===== config.mk =====
export PLATFORM = sky130hd
export DESIGN_NAME = fscl_queue
export DESIGN_NICKNAME = d
export VERILOG_FILES = /design/src/rtl/core/fscl_pkg.sv /design/src/rtl/core/fscl_queue.sv
export SDC_FILE = /design/constraint.sdc
export NUM_CORES = 1
export LEC_CHECK = 0
export CORE_MARGIN = 1
export CORE_UTILIZATION = 56
export DETAILED_ROUTE_END_ITERATION = 6
export DONT_BUFFER_PORTS = 1
export PLACE_DENSITY = 0.74
export SYNTH_ARGS = -nofsm -noshare
export SYNTH_HDL_FRONTEND = slang
export SYNTH_SLANG_ARGS = --single-unit

===== constraint.sdc =====
create_clock -name clk_i -period 2.7 [get_ports clk_i]
set_clock_uncertainty 0.15 [all_clocks]
set_input_delay 0.135 -clock clk_i [delete_from_list [all_inputs] [get_ports clk_i]]
set_output_delay 0.135 -clock clk_i [all_outputs]
set_load 0.005 [all_outputs]

===== src/rtl/core/fscl_pkg.sv =====
// ----------------------------------------------------------------------------
// Frame scaler package
// Shared constants, codes and the command word passed from front to back.
// ----------------------------------------------------------------------------
package fscl_pkg;

  localparam int SRC_WIDTH_DEF  = 160;
  localparam int SRC_HEIGHT_DEF = 160;
  localparam int SCREEN_WIDTH   = 320;
  localparam int SCREEN_HEIGHT  = 240;
  localparam int SQUARE_SIDE    = 240;

  localparam int FRAC_W    = 16;
  localparam int ADDR_W    = 15;
  localparam int PIX_IN_W  = 15;
  localparam int PIX_OUT_W = 16;
  localparam int COL_W     = 9;
  localparam int ROW_W     = 8;
  localparam int IDX_W     = 17;

  localparam int QUEUE_DEPTH = 4;
  localparam int QUEUE_PTR_W = $clog2(QUEUE_DEPTH);
  localparam int QUEUE_CNT_W = $clog2(QUEUE_DEPTH + 1);

  typedef enum logic {
    OP_LOAD  = 1'b0,
    OP_FETCH = 1'b1
  } fscl_op_e;

  typedef enum logic [1:0] {
    MODE_NATIVE  = 2'd0,
    MODE_STRETCH = 2'd1,
    MODE_SQUARE  = 2'd2
  } fscl_mode_e;

  typedef struct packed {
    logic                 is_load;
    logic [ADDR_W-1:0]    addr;
    logic [PIX_IN_W-1:0]  pixel;
    logic [COL_W-1:0]     src_x;
    logic [ROW_W-1:0]     src_y;
    logic [COL_W-1:0]     screen_x;
    logic [ROW_W-1:0]     screen_y;
    logic                 last;
  } fscl_cmd_t;

endpackage


===== src/rtl/core/fscl_queue.sv =====
// ----------------------------------------------------------------------------
// Command queue
// Short FIFO of command words between the front and the back.
// ----------------------------------------------------------------------------
module fscl_queue (
  input  logic              clk_i,
  input  logic              rst_ni,
  input  logic              push_i,
  input  fscl_pkg::fscl_cmd_t wdata_i,
  output logic              full_o,
  input  logic              pop_i,
  output fscl_pkg::fscl_cmd_t rdata_o,
  output logic              empty_o
);

  import fscl_pkg::*;

  fscl_cmd_t               entries_q [QUEUE_DEPTH];
  logic [QUEUE_PTR_W-1:0]  wr_ptr_q, wr_ptr_d;
  logic [QUEUE_PTR_W-1:0]  rd_ptr_q, rd_ptr_d;
  logic [QUEUE_CNT_W-1:0]  count_q, count_d;
  logic                    do_push, do_pop;

  assign full_o  = (count_q == QUEUE_CNT_W'(QUEUE_DEPTH));
  assign empty_o = (count_q == '0);
  assign do_push = push_i && !full_o;
  assign do_pop  = pop_i && !empty_o;
  assign rdata_o = entries_q[rd_ptr_q];

  always_comb begin
    wr_ptr_d = do_push ? wr_ptr_q + 1'b1 : wr_ptr_q;
    rd_ptr_d = do_pop ? rd_ptr_q + 1'b1 : rd_ptr_q;
    count_d  = count_q + QUEUE_CNT_W'(do_push) - QUEUE_CNT_W'(do_pop);
  end

  always_ff @(posedge clk_i or negedge rst_ni) begin
    if (!rst_ni) begin
      wr_ptr_q <= '0;
      rd_ptr_q <= '0;
      count_q  <= '0;
    end else begin
      wr_ptr_q <= wr_ptr_d;
      rd_ptr_q <= rd_ptr_d;
      count_q  <= count_d;
    end
  end

  always_ff @(posedge clk_i) begin
    if (do_push) begin
      entries_q[wr_ptr_q] <= wdata_i;
    end
  end

endmodule


==> results.toml <==
[floorplanning]
die-width_um = 136
placementRows = 48
effective_utilization_at_floorplan_pct = 57.7
chipHeight_um = 136
dieArea_um2 = 18400
io_pins = 138
placeableCoreArea_um2 = 17400

[critical_path]
worstSetupEndpointType = "register"
startpoint_type = "register"
cp_data_arrival_time_ns = 2.69
critPathMaxFanout = 7
worst_ep_required_time_ns = 2.94
critical-path-max-stage-delay_ns = 0.48
cp_cell_sequence = "o31ai_1 -> inv_1 -> ha_1 -> inv_1 -> ha_1 -> fa_1 -> xnor2_1 -> xnor2_1"
critical_path.n_buffers_inverters = 2
timing.critical_path.max_delay_family = "adder cells"
r2r.worst_path.cells = 8
reg2reg_slack_ns = 0.25
worst_path_max_delay_cell = "dfrtp_1"
regToRegStartpoint = "count_q[1]"
regToRegEndpoint = "count_q[2]"
critical_path_cell_count = 8
critPathCapture = "count_q[2]"
criticalPathCategory = "reg2reg"
worst_setup_path_startpoint = "count_q[1]"

[finish]
total_nets_final = 556
register_area_um2 = 8110
multi_input_area_um2 = 1770
postLayoutCoreUtil_pct = 68.4
syn_to_final_growth_pct = 18.6
final_layout_size_suffix_gt1_share_pct = 23.9
fillers = 1034
stdcell_area_um2 = 11900
n_antenna_cell = 0

[clock_network]
ctsLongestPathBuffers = 3
clkSinkCount = 271
clock_tree_from_tritoncts = "yes"
cts_max_level = 1
clkTransAtPathRegs_ns = 0.06
tritoncts_buffers = 27
ctsRootBufferMaster = "clkbuf_16"
clkLatencyLatePin_ns = 0.51

[timing]
max_slew.worst_pin.slew_ns = 0.578
layout_min_cycle_time_ns = 2.45
unrepaired_setup_endpoints_after_global_routing = "false"
maxSlewViolCount = 0
fin_tns_setup_ns = 0
setup_viol = 0
fmaxAchievable_mhz = 408
timing.slew.headroom_pct = 61.5
post-route-period-util_pct = 90.7
final_hold_viol_count = 0
finalHoldWorstSlack_ns = 0.0889

[logic_synthesis]
syn-cell-area_um2 = 10000
ys_ff_latch = 271
synthesis_warnings = 0
yosys.cell_types.count = 21
synth_area_per_cell_um2 = 25.9
fraction_of_the_yosys_area_taken_by_sequential_cells_pct = 81.0
synthCells = 386
postSynthNetCount = 463

[detailed_routing]
wire_per_inst_um = 23.2
routed_wirelength_um = 16800
vias_per_cell = 5.86
drt_first_iter_violations = 286
drt_pass1_iterations = 4
vias = 4236
ant_nets = 0
drcViolationCount = 0

[status]
run_status = "finished clean"

[placed_design]
place.detailed.hpwl_um = 9190
place_area_um2 = 10300
port_buffers = 0
final_gp_congestion = 0.725

[global_route]
grt_pass1_wl_um = 25500
grt_pass1_vias = 4649
grtUsageTotal_pct = 18.8
grt_max_degree = 67
global_route.overflow_total = 0
antenna_violations_before_repair = 0

[pwr]
power_w = 0.0124
cellPowerDensity_nw_per_um2 = 1040
power.ir.vdd_worst_mv = 0.966
cellLeakagePower_nw = 3.82

[flow_run]
max_cap_viol_count = 0

[worst_hold_path]
worst_hold_path_type = "in2reg"
==> Yosys cell counts (all sizes together) <==
cell type	count	share of area, %
buf	15	1.3
nand2b	4	0.25
xnor2	4	0.35
fa	1	0.20
o31ai	1	0.075
nand4bb	2	0.22
edfxtp	264	79
nand2	1	0.037
nor3b	1	0.12
o211ai	2	0.15
and3b	4	0.35
o311ai	1	0.088
mux4	66	15
dfrtp	7	1.8
ha	6	0.75
nor3	1	0.050
inv	6	0.22
==> state kept, by name, summed over array words and instances, names as in the netlist <==
name	cells
wr_ptr_q	2
entries_q	264
rd_ptr_q	2
count_q	3
==> kinds of logic after synthesis <==
group	Yosys count	synth area share, %
adder cells (fa/ha/maj)	7	0.950
AND/OR/NAND/NOR	13	1.04
AO/OA/AOI/OAI	4	0.313
XOR/XNOR	4	0.350
buffers and inverters	21	1.55
flip-flops	271	80.9
multiplexers	66	14.9
==> cell usage in the layout (no fill, tap or decap), types with 2 or more instances in the layout <==
cell / count
buf_12: 5
ha_1: 6
clkinvlp_4: 3
buf_4: 4
o211ai_1: 2
clkinv_1: 7
nand2b_1: 4
and3b_4: 4
bufinv_16: 3
clkbuf_1: 4
clkinv_2: 3
dlygate4sd3_1: 70
edfxtp_1: 264
xnor2_1: 4
dfrtp_1: 5
clkbuf_16: 27
inv_1: 6
mux4_2: 66
nand4bb_1: 2
dfrtp_4: 2
==> what timing repair did <==
item / in CTS / in global routing
hold buffers: 70 / 0
gates resized for setup: 0 / 1
endpoints found under the hold margin: 277 / 0
setup endpoints to repair: 0 / 1
buffers inserted: 0 / 0
==> area by class of cell <==
type,count,share of cell area [%]
clock buffers,31,5.82
well taps,225,2.37
clock inverters,17,1.37
inverters,6,0.190
multi-input cells,94,14.9
repair buffers,79,7.00
flip-flops and latches,271,68.3
==> through the flow <==
step,cells,worst slack (ns)
5_1_grt,723,0.0900
3_3_place_gp,605,0.439
3_5_place_dp,605,0.320
2_1_floorplan,386,0.507
6_report,723,0.250
4_1_cts,723,0.260
==> routing by layer <==
metal / routed length (um) / track usage (%)
met1: 6540 / 23.9
met2: 8770 / 31.6
met3: 1040 / 4.56
met5: 0 / 0
met4: 447 / 6.93
==> how the worst min path moves through the flow <==
stage / start / endpoint / slack (ns) / cells past startpoint
after floorplan: rst_ni / count_q[0] / -0.31 / 0
after detailed placement: rst_ni / wr_ptr_q[1] / -0.31 / 0
final: push_i / entries_q[2][23] / 0.09 / 2
after global routing: push_i / entries_q[0][23] / 0.09 / 2
after CTS: push_i / entries_q[0][21] / 0.08 / 2
after global placement: rst_ni / wr_ptr_q[0] / -0.31 / 0
==> report_power, final <==
| part | internal (W) | switching, W |
|---|---|---|
| combinational | 0.00140 | 0.00148 |
| sequential | 0.00555 | 0.000384 |
| clock | 0.00211 | 0.00144 |
| total | 0.00906 | 0.00331 |
(Power assumes the default switching activity.)
