## config.mk

```make
export PLATFORM = sky130hd
export DESIGN_NAME = fscl_front
export DESIGN_NICKNAME = d
export VERILOG_FILES = /design/src/rtl/core/fscl_pkg.sv /design/src/rtl/core/fscl_front.sv
export SDC_FILE = /design/constraint.sdc
export NUM_CORES = 1
export LEC_CHECK = 0
export ABC_AREA = 1
export BUFFER_PORTS_ARGS = -buffer_cell sky130_fd_sc_hd__buf_2
export CORE_MARGIN = 2
export CORE_UTILIZATION = 40
export CTS_BUF_LIST = sky130_fd_sc_hd__clkbuf_8
export CTS_CLUSTER_DIAMETER = 120
export DETAILED_ROUTE_END_ITERATION = 10
export PLACE_DENSITY = 0.64
export SYNTH_ARGS = -nofsm -noshare
export SYNTH_HDL_FRONTEND = slang
export SYNTH_SLANG_ARGS = --single-unit
```

## constraint.sdc

```tcl
create_clock -name clk_i -period 14.2 [get_ports clk_i]
set_input_delay 1.42 -clock clk_i [delete_from_list [all_inputs] [get_ports clk_i]]
set_output_delay 1.42 -clock clk_i [all_outputs]
set_load 0.05 [all_outputs]
```

## src/rtl/core/fscl_pkg.sv

```systemverilog
// ----------------------------------------------------------------------------
// Frame scaler package
// Shared constants, codes and the command word passed from front to back.
// ----------------------------------------------------------------------------
package fscl_pkg;

  localparam int SRC_WIDTH_DEF  = 160;
  localparam int SRC_HEIGHT_DEF = 160;
  localparam int SCREEN_WIDTH   = 320;
  localparam int SCREEN_HEIGHT  = 240;
  localparam int SQUARE_SIDE    = 240;

  localparam int FRAC_W    = 16;
  localparam int ADDR_W    = 15;
  localparam int PIX_IN_W  = 15;
  localparam int PIX_OUT_W = 16;
  localparam int COL_W     = 9;
  localparam int ROW_W     = 8;
  localparam int IDX_W     = 17;

  localparam int QUEUE_DEPTH = 4;
  localparam int QUEUE_PTR_W = $clog2(QUEUE_DEPTH);
  localparam int QUEUE_CNT_W = $clog2(QUEUE_DEPTH + 1);

  typedef enum logic {
    OP_LOAD  = 1'b0,
    OP_FETCH = 1'b1
  } fscl_op_e;

  typedef enum logic [1:0] {
    MODE_NATIVE  = 2'd0,
    MODE_STRETCH = 2'd1,
    MODE_SQUARE  = 2'd2
  } fscl_mode_e;

  typedef struct packed {
    logic                 is_load;
    logic [ADDR_W-1:0]    addr;
    logic [PIX_IN_W-1:0]  pixel;
    logic [COL_W-1:0]     src_x;
    logic [ROW_W-1:0]     src_y;
    logic [COL_W-1:0]     screen_x;
    logic [ROW_W-1:0]     screen_y;
    logic                 last;
  } fscl_cmd_t;

endpackage

```

## src/rtl/core/fscl_front.sv

```systemverilog
// ----------------------------------------------------------------------------
// Scaler front end
// Holds the mode register, sorts words into loads and fetches, walks the
// drawn area and the 8.16 source accumulators, and issues command words.
// ----------------------------------------------------------------------------
module fscl_front #(
  parameter int SRC_WIDTH  = fscl_pkg::SRC_WIDTH_DEF,
  parameter int SRC_HEIGHT = fscl_pkg::SRC_HEIGHT_DEF
) (
  input  logic                          clk_i,
  input  logic                          rst_ni,
  input  logic                          cfg_we_i,
  input  logic [1:0]                    cfg_wdata_i,
  input  logic                          in_valid_i,
  input  logic                          operation_i,
  input  logic [fscl_pkg::ADDR_W-1:0]   source_address_i,
  input  logic [fscl_pkg::PIX_IN_W-1:0] source_pixel_i,
  output logic                          cmd_push_o,
  output fscl_pkg::fscl_cmd_t           cmd_o
);

  import fscl_pkg::*;

  localparam int AXW = $clog2(SRC_WIDTH + 1) + FRAC_W;
  localparam int AYW = $clog2(SRC_HEIGHT + 1) + FRAC_W;
  localparam int XIW = AXW - FRAC_W;
  localparam int YIW = AYW - FRAC_W;

  localparam logic [31:0] STORE_SIZE = 32'(SRC_WIDTH * SRC_HEIGHT);

  localparam int IX_NAT = (SRC_WIDTH * 65536) / SRC_WIDTH;
  localparam int IY_NAT = (SRC_HEIGHT * 65536) / SRC_HEIGHT;
  localparam int IX_STR = (SRC_WIDTH * 65536) / SCREEN_WIDTH;
  localparam int IY_STR = (SRC_HEIGHT * 65536) / SCREEN_HEIGHT;
  localparam int IX_SQR = (SRC_WIDTH * 65536) / SQUARE_SIDE;
  localparam int IY_SQR = (SRC_HEIGHT * 65536) / SQUARE_SIDE;
  localparam int OX_NAT = (SCREEN_WIDTH - SRC_WIDTH) / 2;
  localparam int OY_NAT = (SCREEN_HEIGHT - SRC_HEIGHT) / 2;
  localparam int OX_SQR = (SCREEN_WIDTH - SQUARE_SIDE) / 2;
  localparam int OY_SQR = (SCREEN_HEIGHT - SQUARE_SIDE) / 2;

  logic [1:0]       scale_mode_q;
  logic [COL_W-1:0] col_q, col_d;
  logic [ROW_W-1:0] row_q, row_d;
  logic [AXW-1:0]   accx_q, accx_d;
  logic [AYW-1:0]   accy_q, accy_d;

  logic             mode_ok;
  logic [COL_W-1:0] area_w, ox;
  logic [ROW_W-1:0] area_h, oy;
  logic [AXW-1:0]   step_x;
  logic [AYW-1:0]   step_y;

  logic             restart, is_fetch, load_ok, fetch_go;
  logic [COL_W-1:0] col, col_n;
  logic [ROW_W-1:0] row, row_n;
  logic [AXW-1:0]   accx;
  logic [AYW-1:0]   accy;
  logic [XIW-1:0]   sx;
  logic [YIW-1:0]   sy;

  always_comb begin
    mode_ok = 1'b1;
    area_w  = COL_W'(SRC_WIDTH);
    area_h  = ROW_W'(SRC_HEIGHT);
    ox      = COL_W'(OX_NAT);
    oy      = ROW_W'(OY_NAT);
    step_x  = AXW'(IX_NAT);
    step_y  = AYW'(IY_NAT);
    unique case (scale_mode_q)
      MODE_NATIVE: begin
        mode_ok = 1'b1;
      end
      MODE_STRETCH: begin
        area_w = COL_W'(SCREEN_WIDTH);
        area_h = ROW_W'(SCREEN_HEIGHT);
        ox     = '0;
        oy     = '0;
        step_x = AXW'(IX_STR);
        step_y = AYW'(IY_STR);
      end
      MODE_SQUARE: begin
        area_w = COL_W'(SQUARE_SIDE);
        area_h = ROW_W'(SQUARE_SIDE);
        ox     = COL_W'(OX_SQR);
        oy     = ROW_W'(OY_SQR);
        step_x = AXW'(IX_SQR);
        step_y = AYW'(IY_SQR);
      end
      default: begin
        mode_ok = 1'b0;
      end
    endcase
  end

  always_comb begin
    is_fetch = (operation_i == OP_FETCH);
    load_ok  = !is_fetch && (32'(source_address_i) < STORE_SIZE);
    fetch_go = in_valid_i && is_fetch && mode_ok;

    restart = (col_q >= area_w) || (row_q >= area_h);
    col     = restart ? '0 : col_q;
    row     = restart ? '0 : row_q;
    accx    = restart ? '0 : accx_q;
    accy    = restart ? '0 : accy_q;

    sx = accx[AXW-1:FRAC_W];
    sy = accy[AYW-1:FRAC_W];
    if (sx > XIW'(SRC_WIDTH - 1)) begin
      sx = XIW'(SRC_WIDTH - 1);
    end
    if (sy > YIW'(SRC_HEIGHT - 1)) begin
      sy = YIW'(SRC_HEIGHT - 1);
    end

    cmd_o.is_load  = !is_fetch;
    cmd_o.addr     = source_address_i;
    cmd_o.pixel    = source_pixel_i;
    cmd_o.src_x    = COL_W'(sx);
    cmd_o.src_y    = ROW_W'(sy);
    cmd_o.screen_x = ox + col;
    cmd_o.screen_y = oy + row;
    cmd_o.last     = (col == area_w - 1'b1) && (row == area_h - 1'b1);

    cmd_push_o = in_valid_i && (load_ok || (is_fetch && mode_ok));

    col_n  = col + 1'b1;
    row_n  = row;
    col_d  = col_n;
    row_d  = row;
    accx_d = accx + step_x;
    accy_d = accy;
    if (col_n >= area_w) begin
      col_d  = '0;
      accx_d = '0;
      row_n  = row + 1'b1;
      row_d  = row_n;
      accy_d = accy + step_y;
      if (row_n >= area_h) begin
        row_d  = '0;
        accy_d = '0;
      end
    end
  end

  always_ff @(posedge clk_i or negedge rst_ni) begin
    if (!rst_ni) begin
      scale_mode_q <= MODE_NATIVE;
      col_q        <= '0;
      row_q        <= '0;
      accx_q       <= '0;
      accy_q       <= '0;
    end else begin
      if (cfg_we_i) begin
        scale_mode_q <= cfg_wdata_i;
      end
      if (fetch_go) begin
        col_q  <= col_d;
        row_q  <= row_d;
        accx_q <= accx_d;
        accy_q <= accy_d;
      end
    end
  end

endmodule

```

==> impl_metrics.json, run 1 <==
{
  "whs_path_depth": 2,
  "ios": 104,
  "grt_pass1_vias": 6107,
  "worstHoldPathType": "flop to flop",
  "setup_viol_count_final": 0,
  "rsz0062_at_grt": "false",
  "clockBufferDepth": 2,
  "drive_gt1_share_pct": 9.541,
  "num_rows": 47,
  "grt_overflow": 0,
  "numPortBuffers": 52,
  "cts_hold_buf": 0,
  "post_cts_buffers": 0,
  "detail-route-antenna-nets": 0,
  "area_growth_pct": 5.592,
  "drt_iter0_drc": 457,
  "max_cap_viol_count": 0,
  "cts_root_buf": "clkbuf_8",
  "p_per_area_nw_per_um2": 172.5,
  "dp.cells": 1295,
  "dr.pass1.iters": 5,
  "clk_pin_slew_ns": 0.07,
  "relSlewSlack_pct": 41.55,
  "start_kind": "flop",
  "dp_hpwl_um": 12830,
  "crit_start": "scale_mode_q[0]",
  "r2r_cells": 26,
  "fin_setup_tns_ns": 0,
  "clock_latency_ns": 0.39,
  "grt_max_degree": 66,
  "p_leak_nw": 3.888,
  "via_per_inst": 5.047,
  "htreeDepth": 3,
  "min_from": "accy_q[17]",
  "maxSlewViolCount": 0,
  "fin_cells": 1310,
  "grt_usage_pct": 20.90,
  "antenna_found_initial": 0,
  "irDropWorstVdd_v": 0.00007523,
  "dieArea_um2": 17600,
  "critPathCaptureType": "output port",
  "grt_pass1_wl_um": 30030,
  "syn_inst": 1076,
  "hold_viol_final": 0,
  "fp.dieH_um": 132.7,
  "worstMarginPinSlew_ns": 0.8767,
  "status": "complete, no violations",
  "syn-cell-area_um2": 6623,
  "yosysSeqAreaShare_pct": 24.56,
  "core_area_um2": 16410,
  "diodes": 0,
  "critPathMaxFanout": 42,
  "fill_cells": 1777,
  "post-route-drc-count": 0,
  "place_area_um2": 6817,
  "postLayoutCellArea_um2": 6993,
  "start_util_pct": 40.36,
  "utilization_pct": 42.62,
  "vias": 6611,
  "finalCritPeriodShare_pct": 47.61,
  "ys_types": 42,
  "criticalPathCategory": "flop to output port",
  "hold_slack_ns": 0.4783,
  "critPathArrivalTime_ns": 5.34,
  "finalWirelength_um": 18010,
  "cts_sinks": 65,
  "gp_congestion": 0.8848,
  "cts_tree": "done",
  "critPathRequiredTime_ns": 12.78,
  "fin_total_pwr_mw": 1.206,
  "nets": 1159,
  "fin_ws_ns": 7.440,
  "preCtsSetupSlack_ns": 7.848,
  "finClkSkew_ns": 0.01520,
  "postCtsResizedCells": 0,
  "ys_seq_elements": 65,
  "r2r_start": "scale_mode_q[0]",
  "yosys_warnings": 0,
  "cts_buffers": 9,
  "wl_per_cell_um": 13.75,
  "max_freq_mhz": 147.9,
  "synthesis.nets": 1149,
  "die_x_um": 132.7,
  "synth_area_per_cell_um2": 6.155,
  "layout_min_cycle_time_ns": 6.760
}
## synthesized netlist by cell type (all sizes together)
| library cell | n | area, µm² |
|---|---|---|
| nand2 | 331 | 1262 |
| inv | 162 | 608.1 |
| nor2 | 141 | 574.3 |
| nand3 | 113 | 600.6 |
| dfrtp | 65 | 1627 |
| buf | 49 | 346.6 |
| ha | 36 | 450.4 |
| o21ai | 35 | 178.9 |
| xor2 | 27 | 236.5 |
| a21oi | 26 | 145.2 |
| nand4 | 26 | 168.9 |
| o22ai | 16 | 100.1 |
| nor3 | 11 | 65.06 |
| clkbuf | 8 | 30.03 |
| xnor2 | 8 | 70.07 |
| o211ai | 4 | 30.03 |
| o21bai | 4 | 33.78 |
| nand3b | 3 | 22.52 |
| nor4 | 3 | 18.77 |
| a31oi | 2 | 12.51 |
| or2 | 2 | 12.51 |
| a21boi | 1 | 11.26 |
| and3 | 1 | 6.260 |
| conb | 1 | 3.750 |
| o31ai | 1 | 7.510 |
## critical path, stage by stage, from the launching register on
cell and delay [ns]:
dfrtp_1 0.39, inv_1 0.08, ha_1 0.61, inv_2 0.36, ha_1 0.37, inv_1 0.05, nor2_1 0.03, nand3_1 0.07
nand2_1 0.10, a21oi_4 0.53, nand2_4 0.48, nor2_1 0.38, inv_1 0.11, nor2_1 0.16, inv_1 0.06, nand2_1 0.05
inv_1 0.04, ha_1 0.17, or2_2 0.30, a31oi_1 0.17, xor2_1 0.16, buf_2 0.27
## final cells by class
type	count	area [µm²]	area share (%)
flip-flops and latches	65	1627	23.26
inverters	162	608.1	8.696
clock inverters	6	52.55	0.7515
clock buffers	9	123.9	1.771
repair buffers	56	290.3	4.151
multi-input cells	792	4016	57.43
well taps	220	275.3	3.936
## registers in the layout (all words and copies together) (netlist names)
signal	count
col_q	9
row_q	8
accx_q	23
scale_mode_q	2
accy_q	23
## metal layers
layer | share of wire (%) | wire length (µm) | track usage [%] | up-vias
met2 | 45 | 8040 | 33.59 | 160
li1 | - | - | - | 3396
met3 | 5.1 | 922 | 2.529 | 20
met4 | 1.5 | 265 | 6.691 | 0
met5 | 0 | 0 | 0 | -
met1 | 49 | 8779 | 29.27 | 3035
## cell usage in the layout, fill, tap and decap left out, types with 4 or more instances in the layout
cell type  Yosys  layout
o22ai_1       16      16
xor2_1        27      27
o21ai_0       25      25
o21ai_1        9       9
nand4_1       25      25
buf_4         35       4
o211ai_1       4       4
nand2_1      327     327
nand3_1      109     109
clkbuf_8       0       9
buf_2          7      52
nor2_2         6       6
nor2_4         4       4
inv_2          6       6
dfrtp_1       65      65
nor3_1         9       8
nor2_1       131     131
ha_1          36      36
xnor2_1        8       8
a21oi_1       24      24
inv_1        156     158
## worst paths after layout
kind	endpoint	slack [ns]
setup / recovery	cmd_o[16]	7.44
hold / removal	accy_q[17]	0.48
setup reg to reg	accx_q[22]	7.88
hold reg to reg	accy_q[17]	0.48
max in group asynchronous	accx_q[8]	12.40
min in group asynchronous	accy_q[6]	1.24
## logic make-up after synthesis
| logic type | after synthesis | synth area share [%] |
|---|---|---|
| compound gates | 89 | 7.841 |
| xor+xnor | 35 | 4.629 |
| fa+ha+maj | 36 | 6.801 |
| buf+inv | 219 | 14.87 |
| flops | 65 | 24.56 |
| other cells | 1 | 0.05662 |
| simple gates | 631 | 41.24 |
## power by group
| group | leakage, nW | internal, mW | total (mW) | switching (mW) |
|---|---|---|---|---|
| clock network | 0.101 | 0.0779 | 0.158 | 0.0797 |
| registers | 0.856 | 0.248 | 0.291 | 0.0431 |
| logic | 2.93 | 0.213 | 0.757 | 0.544 |
(Power assumes the default switching activity.)
==> run 2: changes to the inputs <==
- ABC_AREA: 1 -> 0
- PLACE_DENSITY: 0.64 -> 0.66
- clock period: 14.2 -> 5.5 ns (I/O delays scaled with it)
==> run 2 against run 1 <==
  * Worst hold slack worse by 0.11 ns
  * Core utilization is 2.6 points higher
  * Highest routed layer unchanged
  * First-iteration DRC count down 14%
  * Non-clock buffer count grew 27
  * Global-route usage is 1.1 points lower
  * Cell area down 5.2%
  * Wire length down 13%
==> impl_metrics.json, run 2 <==
{
  "critPathRequiredTime_ns": 5.75,
  "fin_total_pwr_mw": 3.084,
  "criticalPathCategory": "flop to flop",
  "drive_gt1_share_pct": 16.02,
  "grt_pass1_wl_um": 26290,
  "ys_top_cells_by_area": "dfrtp_1, ha_1, nand2_1, nor2_1, buf_4",
  "critPathMaxFanout": 14,
  "clockBufferDepth": 2,
  "core_area_um2": 14640,
  "ys_types": 82,
  "grt_pass1_vias": 5324,
  "cts_sinks": 65,
  "yosys_warnings": 0,
  "grt_use_met2_pct": 32.95,
  "layout_common_cells": "nand2_1, nor2_1, dfrtp_1",
  "gp_congestion": 0.8376,
  "multi_input_area_um2": 3945,
  "maxSlewViolCount": 0,
  "post-route-drc-count": 0,
  "syn_inst": 784,
  "yosysMostFrequentCell": "nand2_1",
  "status": "complete, no violations",
  "ys_seq_elements": 65,
  "cts_root_buf": "clkbuf_8",
  "p_per_area_nw_per_um2": 465.4,
  "die_x_um": 126.9,
  "dp_hpwl_um": 10680,
  "yosysTopAreaCellShare_pct": 26.92,
  "synthesis.nets": 857,
  "fill_cells": 1494,
  "yosysSeqAreaShare_pct": 26.92,
  "dr.pass1.iters": 7,
  "hold_viol_final": 0,
  "drt_iter0_drc": 394,
  "cts_buffers": 9,
  "reg.largest.list": "accx_q: 23 flops, accy_q: 23 flops, col_q: 9 flops",
  "fin_ws_ns": 0.3416,
  "synth_area_per_cell_um2": 7.708,
  "utilization_pct": 45.25,
  "htreeDepth": 3,
  "fp.dieH_um": 126.9,
  "diodes": 0,
  "dieArea_um2": 16110,
  "ios": 104,
  "start_kind": "flop",
  "layout_min_cycle_time_ns": 5.158,
  "fin_setup_tns_ns": 0,
  "wl_per_cell_um": 15.91,
  "p_leak_nw": 2.891,
  "nets": 867,
  "max_cap_viol_count": 0,
  "syn-cell-area_um2": 6043,
  "relSlewSlack_pct": 41.70,
  "cts_tree": "done",
  "grt_max_degree": 66,
  "regArea_um2": 1627,
  "synth_edf_count": 0,
  "critPathArrivalTime_ns": 5.40,
  "worstHoldPathType": "primary input to asynchronous set/reset pin",
  "final_common_cell": "nand2_1",
  "synth_common_cells": "nand2_1, nor2_1, dfrtp_1",
  "synth_ff_type": "dfrtp_1",
  "clk_pin_slew_ns": 0.09,
  "critPathCaptureType": "flop",
  "clock_latency_ns": 0.37,
  "grt_usage_pct": 19.83,
  "irDropWorstVdd_v": 0.0002524,
  "use_met3_pct": 3.585,
  "worstMarginPinSlew_ns": 0.8745,
  "via_per_inst": 5.740,
  "finClkSkew_ns": 0.01819,
  "max_freq_mhz": 193.9,
  "hold_slack_ns": 0.3650,
  "num_rows": 44,
  "area_growth_pct": 9.648,
  "preCtsSetupSlack_ns": 0.05253,
  "antenna_found_initial": 0,
  "vias": 5642,
  "grt_overflow": 0,
  "busiest_layer": "met2",
  "detail-route-antenna-nets": 0,
  "grt_use_met1_pct": 26.48,
  "finalCritPeriodShare_pct": 93.79,
  "async_flop_share_pct": 100.0,
  "finalWirelength_um": 15640,
  "start_util_pct": 41.27,
  "numPortBuffers": 52,
  "setup_viol_count_final": 0,
  "synth_top_area_cell": "dfrtp_1"
}
run 2: cell count changes after synthesis, moves of 16 or more:
cell / change
nand3_1: -88
xor2_1: -16
inv_1: -141
nor2_1: -51
and2_1: +28
xnor2_1: +20
nand2_1: -227
a21oi_1: +18
run 2: through the flow:
step	cells	instance area, µm²
4_1_cts	975	6543
3_5_place_dp	959	6289
5_1_grt	983	6626
6_report	983	6626
2_1_floorplan	784	6136
3_3_place_gp	959	6289
run 2: power breakdown:
part | total [mW] | switching (mW) | internal [mW]
clock | 0.533 | 0.208 | 0.325
combinational | 1.75 | 1.13 | 0.619
sequential | 0.798 | 0.175 | 0.622
run 2: cells by family after synthesis:
kind of cell | after synthesis | synth area share [%]
xor+xnor | 39 | 5.652
compound gates | 216 | 23.77
flops | 65 | 26.92
simple gates | 320 | 25.92
mux | 5 | 0.8902
buf+inv | 100 | 9.006
fa+ha+maj | 38 | 7.785
other cells | 1 | 0.06205
run 2: what timing repair did:
item | 4_1_cts | 5_1_grt
endpoints found under the hold margin | 0 | 0
setup endpoints to repair | 0 | 50
hold buffers | 0 | 0
buffers inserted | 0 | 8
resized for setup | 0 | 3
run 2: final timing paths:
kind                       slack [ns]       startpoint               to  cells past startpoint
setup / recovery                 0.34  scale_mode_q[0]        accy_q[4]                     24
hold / removal                   0.36           rst_ni        accy_q[1]                      2
setup reg to reg                 0.34  scale_mode_q[0]        accy_q[4]                     24
hold reg to reg                  0.47       accx_q[11]       accx_q[11]                      2
max in group asynchronous        4.53           rst_ni        accx_q[5]                      2
min in group clk_i               0.39   cfg_wdata_i[1]  scale_mode_q[1]                      3
run 2: worst max-delay path, stage by stage, from the launching register on:
cell and delay, ns:
dfrtp_1 0.40, inv_1 0.12, ha_4 0.35, inv_8 0.03
ha_1 0.25, nor4bb_1 0.15, a32oi_1 0.25, nand2_2 0.11
nor3_4 0.24, and2_4 0.22, ha_4 0.17, nand3_1 0.15
xnor2_2 0.19, nand2_1 0.07, ha_1 0.28, nand3_1 0.10
nor2_1 0.06, a221o_1 0.34, a2111oi_2 0.37, mux2i_2 0.17
a31o_4 0.33, o211ai_4 0.30, buf_4 0.20, nor2_1 0.05
a2bb2oi_1 0.12
run 2: metal layers:
layer | up-vias | wire, µm
met5 | - | 0
met4 | 0 | 183
met3 | 14 | 666
met2 | 142 | 7364
met1 | 2679 | 7423
li1 | 2807 | -
run 2: final cells by class:
| class | count | share of cell area [%] |
|---|---|---|
| Clock buffer | 11 | 2.285 |
| Clock inverter | 5 | 1.548 |
| Inverter | 16 | 1.020 |
| Multi-Input combinational cell | 619 | 59.54 |
| Sequential cell | 65 | 24.55 |
| Tap cell | 184 | 3.474 |
| Timing Repair Buffer | 83 | 7.591 |
==> run 3: changes to the inputs <==
- CORE_ASPECT_RATIO: not set -> 0.7
==> run 3 against run 2 <==
  * First-iteration DRC count increased by 35%
  * Critical path type unchanged
  * Critical path depth grew 2
  * Via count decreased by 0.74%
  * Fmax decreased by 1.2%
  * Flip-flop and latch count unchanged
  * Wire length is 2.8% higher
==> impl_metrics.json, run 3 (synthesis results as in run 2) <==
{
  "status": "complete, no violations",
  "final_common_cell": "nand2_1",
  "grt_pass1_wl_um": 26630,
  "grt_overflow": 0,
  "via_per_inst": 5.645,
  "critPathCaptureType": "flop",
  "start_util_pct": 41.05,
  "nets": 865,
  "rsz0062_at_grt": "true",
  "drt_iter0_drc": 532,
  "fin_setup_tns_ns": 0,
  "start_kind": "flop",
  "cp_slowest_cell": "or2_1",
  "layout_min_cycle_time_ns": 5.222,
  "finalCritPeriodShare_pct": 94.94,
  "finClkSkew_ns": 0.01318,
  "r2r_start": "scale_mode_q[0]",
  "die_x_um": 150.9,
  "reg.largest.list": "accx_q: 23 flops, accy_q: 23 flops, col_q: 9 flops",
  "critPathBufInv": 5,
  "r2r_end": "accy_q[21]",
  "regArea_um2": 1627,
  "post-route-drc-count": 0,
  "cts_tree": "done",
  "gp_congestion": 0.8933,
  "cpMostUsedCell": "ha_1",
  "htreeDepth": 3,
  "finalWirelength_um": 16080,
  "numPortBuffers": 52,
  "num_rows": 37,
  "max_cap_viol_count": 0,
  "maxSlewViolCount": 0,
  "critPathRequiredTime_ns": 5.79,
  "r2r_cells": 26,
  "p_per_area_nw_per_um2": 453.1,
  "cts_buffers": 9,
  "irDropWorstVdd_v": 0.0002726,
  "grt_pass1_vias": 4995,
  "cts_hold_buf": 0,
  "worstMarginPinSlew_ns": 0.8995,
  "multi_input_area_um2": 3939,
  "fp.dieH_um": 106.8,
  "detail-route-antenna-nets": 0,
  "utilization_pct": 44.67,
  "r2r_setup_slack_ns": 0.28,
  "criticalPathCategory": "flop to flop",
  "max_freq_mhz": 191.5,
  "cts_root_buf": "clkbuf_8",
  "dr.pass1.iters": 7,
  "diodes": 0,
  "grt_max_degree": 66,
  "clock_latency_ns": 0.36,
  "core_area_um2": 14720,
  "grt_use_met2_pct": 27.21,
  "grt_usage_pct": 20.52,
  "vias": 5600,
  "cts_sinks": 65,
  "drive_gt1_share_pct": 15.68,
  "clk_pin_slew_ns": 0.08,
  "critPathMaxFanout": 11,
  "layout_common_cells": "nand2_1, nor2_1, dfrtp_1",
  "dieArea_um2": 16120,
  "wl_per_cell_um": 16.21,
  "critPathArrivalTime_ns": 5.52,
  "ios": 104,
  "worstHoldPathType": "primary input to asynchronous set/reset pin",
  "antenna_found_initial": 0,
  "grt_use_met1_pct": 33.11,
  "busiest_layer": "met1",
  "path_delay_family": "simple AND/OR/NAND/NOR gates",
  "max_stage_delay_ns": 0.48,
  "relSlewSlack_pct": 40.04,
  "fill_cells": 1504,
  "hold_viol_final": 0,
  "clockBufferDepth": 2,
  "setup_viol_count_final": 0,
  "dp_hpwl_um": 11070,
  "use_met3_pct": 4.894,
  "p_leak_nw": 2.857,
  "area_growth_pct": 8.820
}
[run 3: how the worst max path moves through the flow]
| stage | from | end | cells past startpoint |
|---|---|---|---|
| final | scale_mode_q[0] | accy_q[21] | 26 |
| after global routing | scale_mode_q[0] | row_q[5] | 24 |
| after CTS | scale_mode_q[0] | accy_q[4] | 24 |
| after detailed placement | scale_mode_q[0] | accy_q[4] | 24 |
| after global placement | scale_mode_q[0] | accy_q[4] | 24 |
| after floorplan | scale_mode_q[0] | row_q[5] | 27 |
[run 3: area by class of cell]
cell class              count  area share (%)
repair buffers             81           7.648
multi-input cells         619           59.89
inverters                  16           1.027
clock inverters             6          0.8942
clock buffers              10           2.093
flip-flops and latches     65           24.73
well taps                 195           3.710
[run 3: power by group]
part | switching, mW | internal [mW] | leakage [nW]
clock network | 0.209 | 0.219 | 0.0995
logic | 1.13 | 0.612 | 1.96
registers | 0.184 | 0.622 | 0.796
total | 1.53 | 1.45 | 2.86
[run 3: per-layer routing]
layer  up-vias  wire length, µm
met5         -                0
met4         0              113
met3         9             1300
met2       195             6321
met1      2581             8340
li1       2815                -
[run 3: repair_timing]
action / in CTS / in global routing
setup endpoints to repair: 0 / 47
resized for setup: 0 / 2
setup buffers: 0 / 6
[run 3: through the flow]
| stage | hold WS, ns | instances | power, mW | setup WS (ns) | area, µm² |
|---|---|---|---|---|---|
| floorplan | 0.2544 | 784 | 2.233 | -0.01152 | 6136 |
| global placement | 0.4520 | 970 | 2.525 | 0.2643 | 6302 |
| detailed placement | 0.4597 | 970 | 2.534 | 0.1104 | 6302 |
| CTS | 0.4126 | 986 | 2.968 | 0.09452 | 6499 |
| global route | 0.4205 | 992 | 3.227 | -0.02779 | 6576 |
| finish | 0.3915 | 992 | 2.980 | 0.2780 | 6576 |
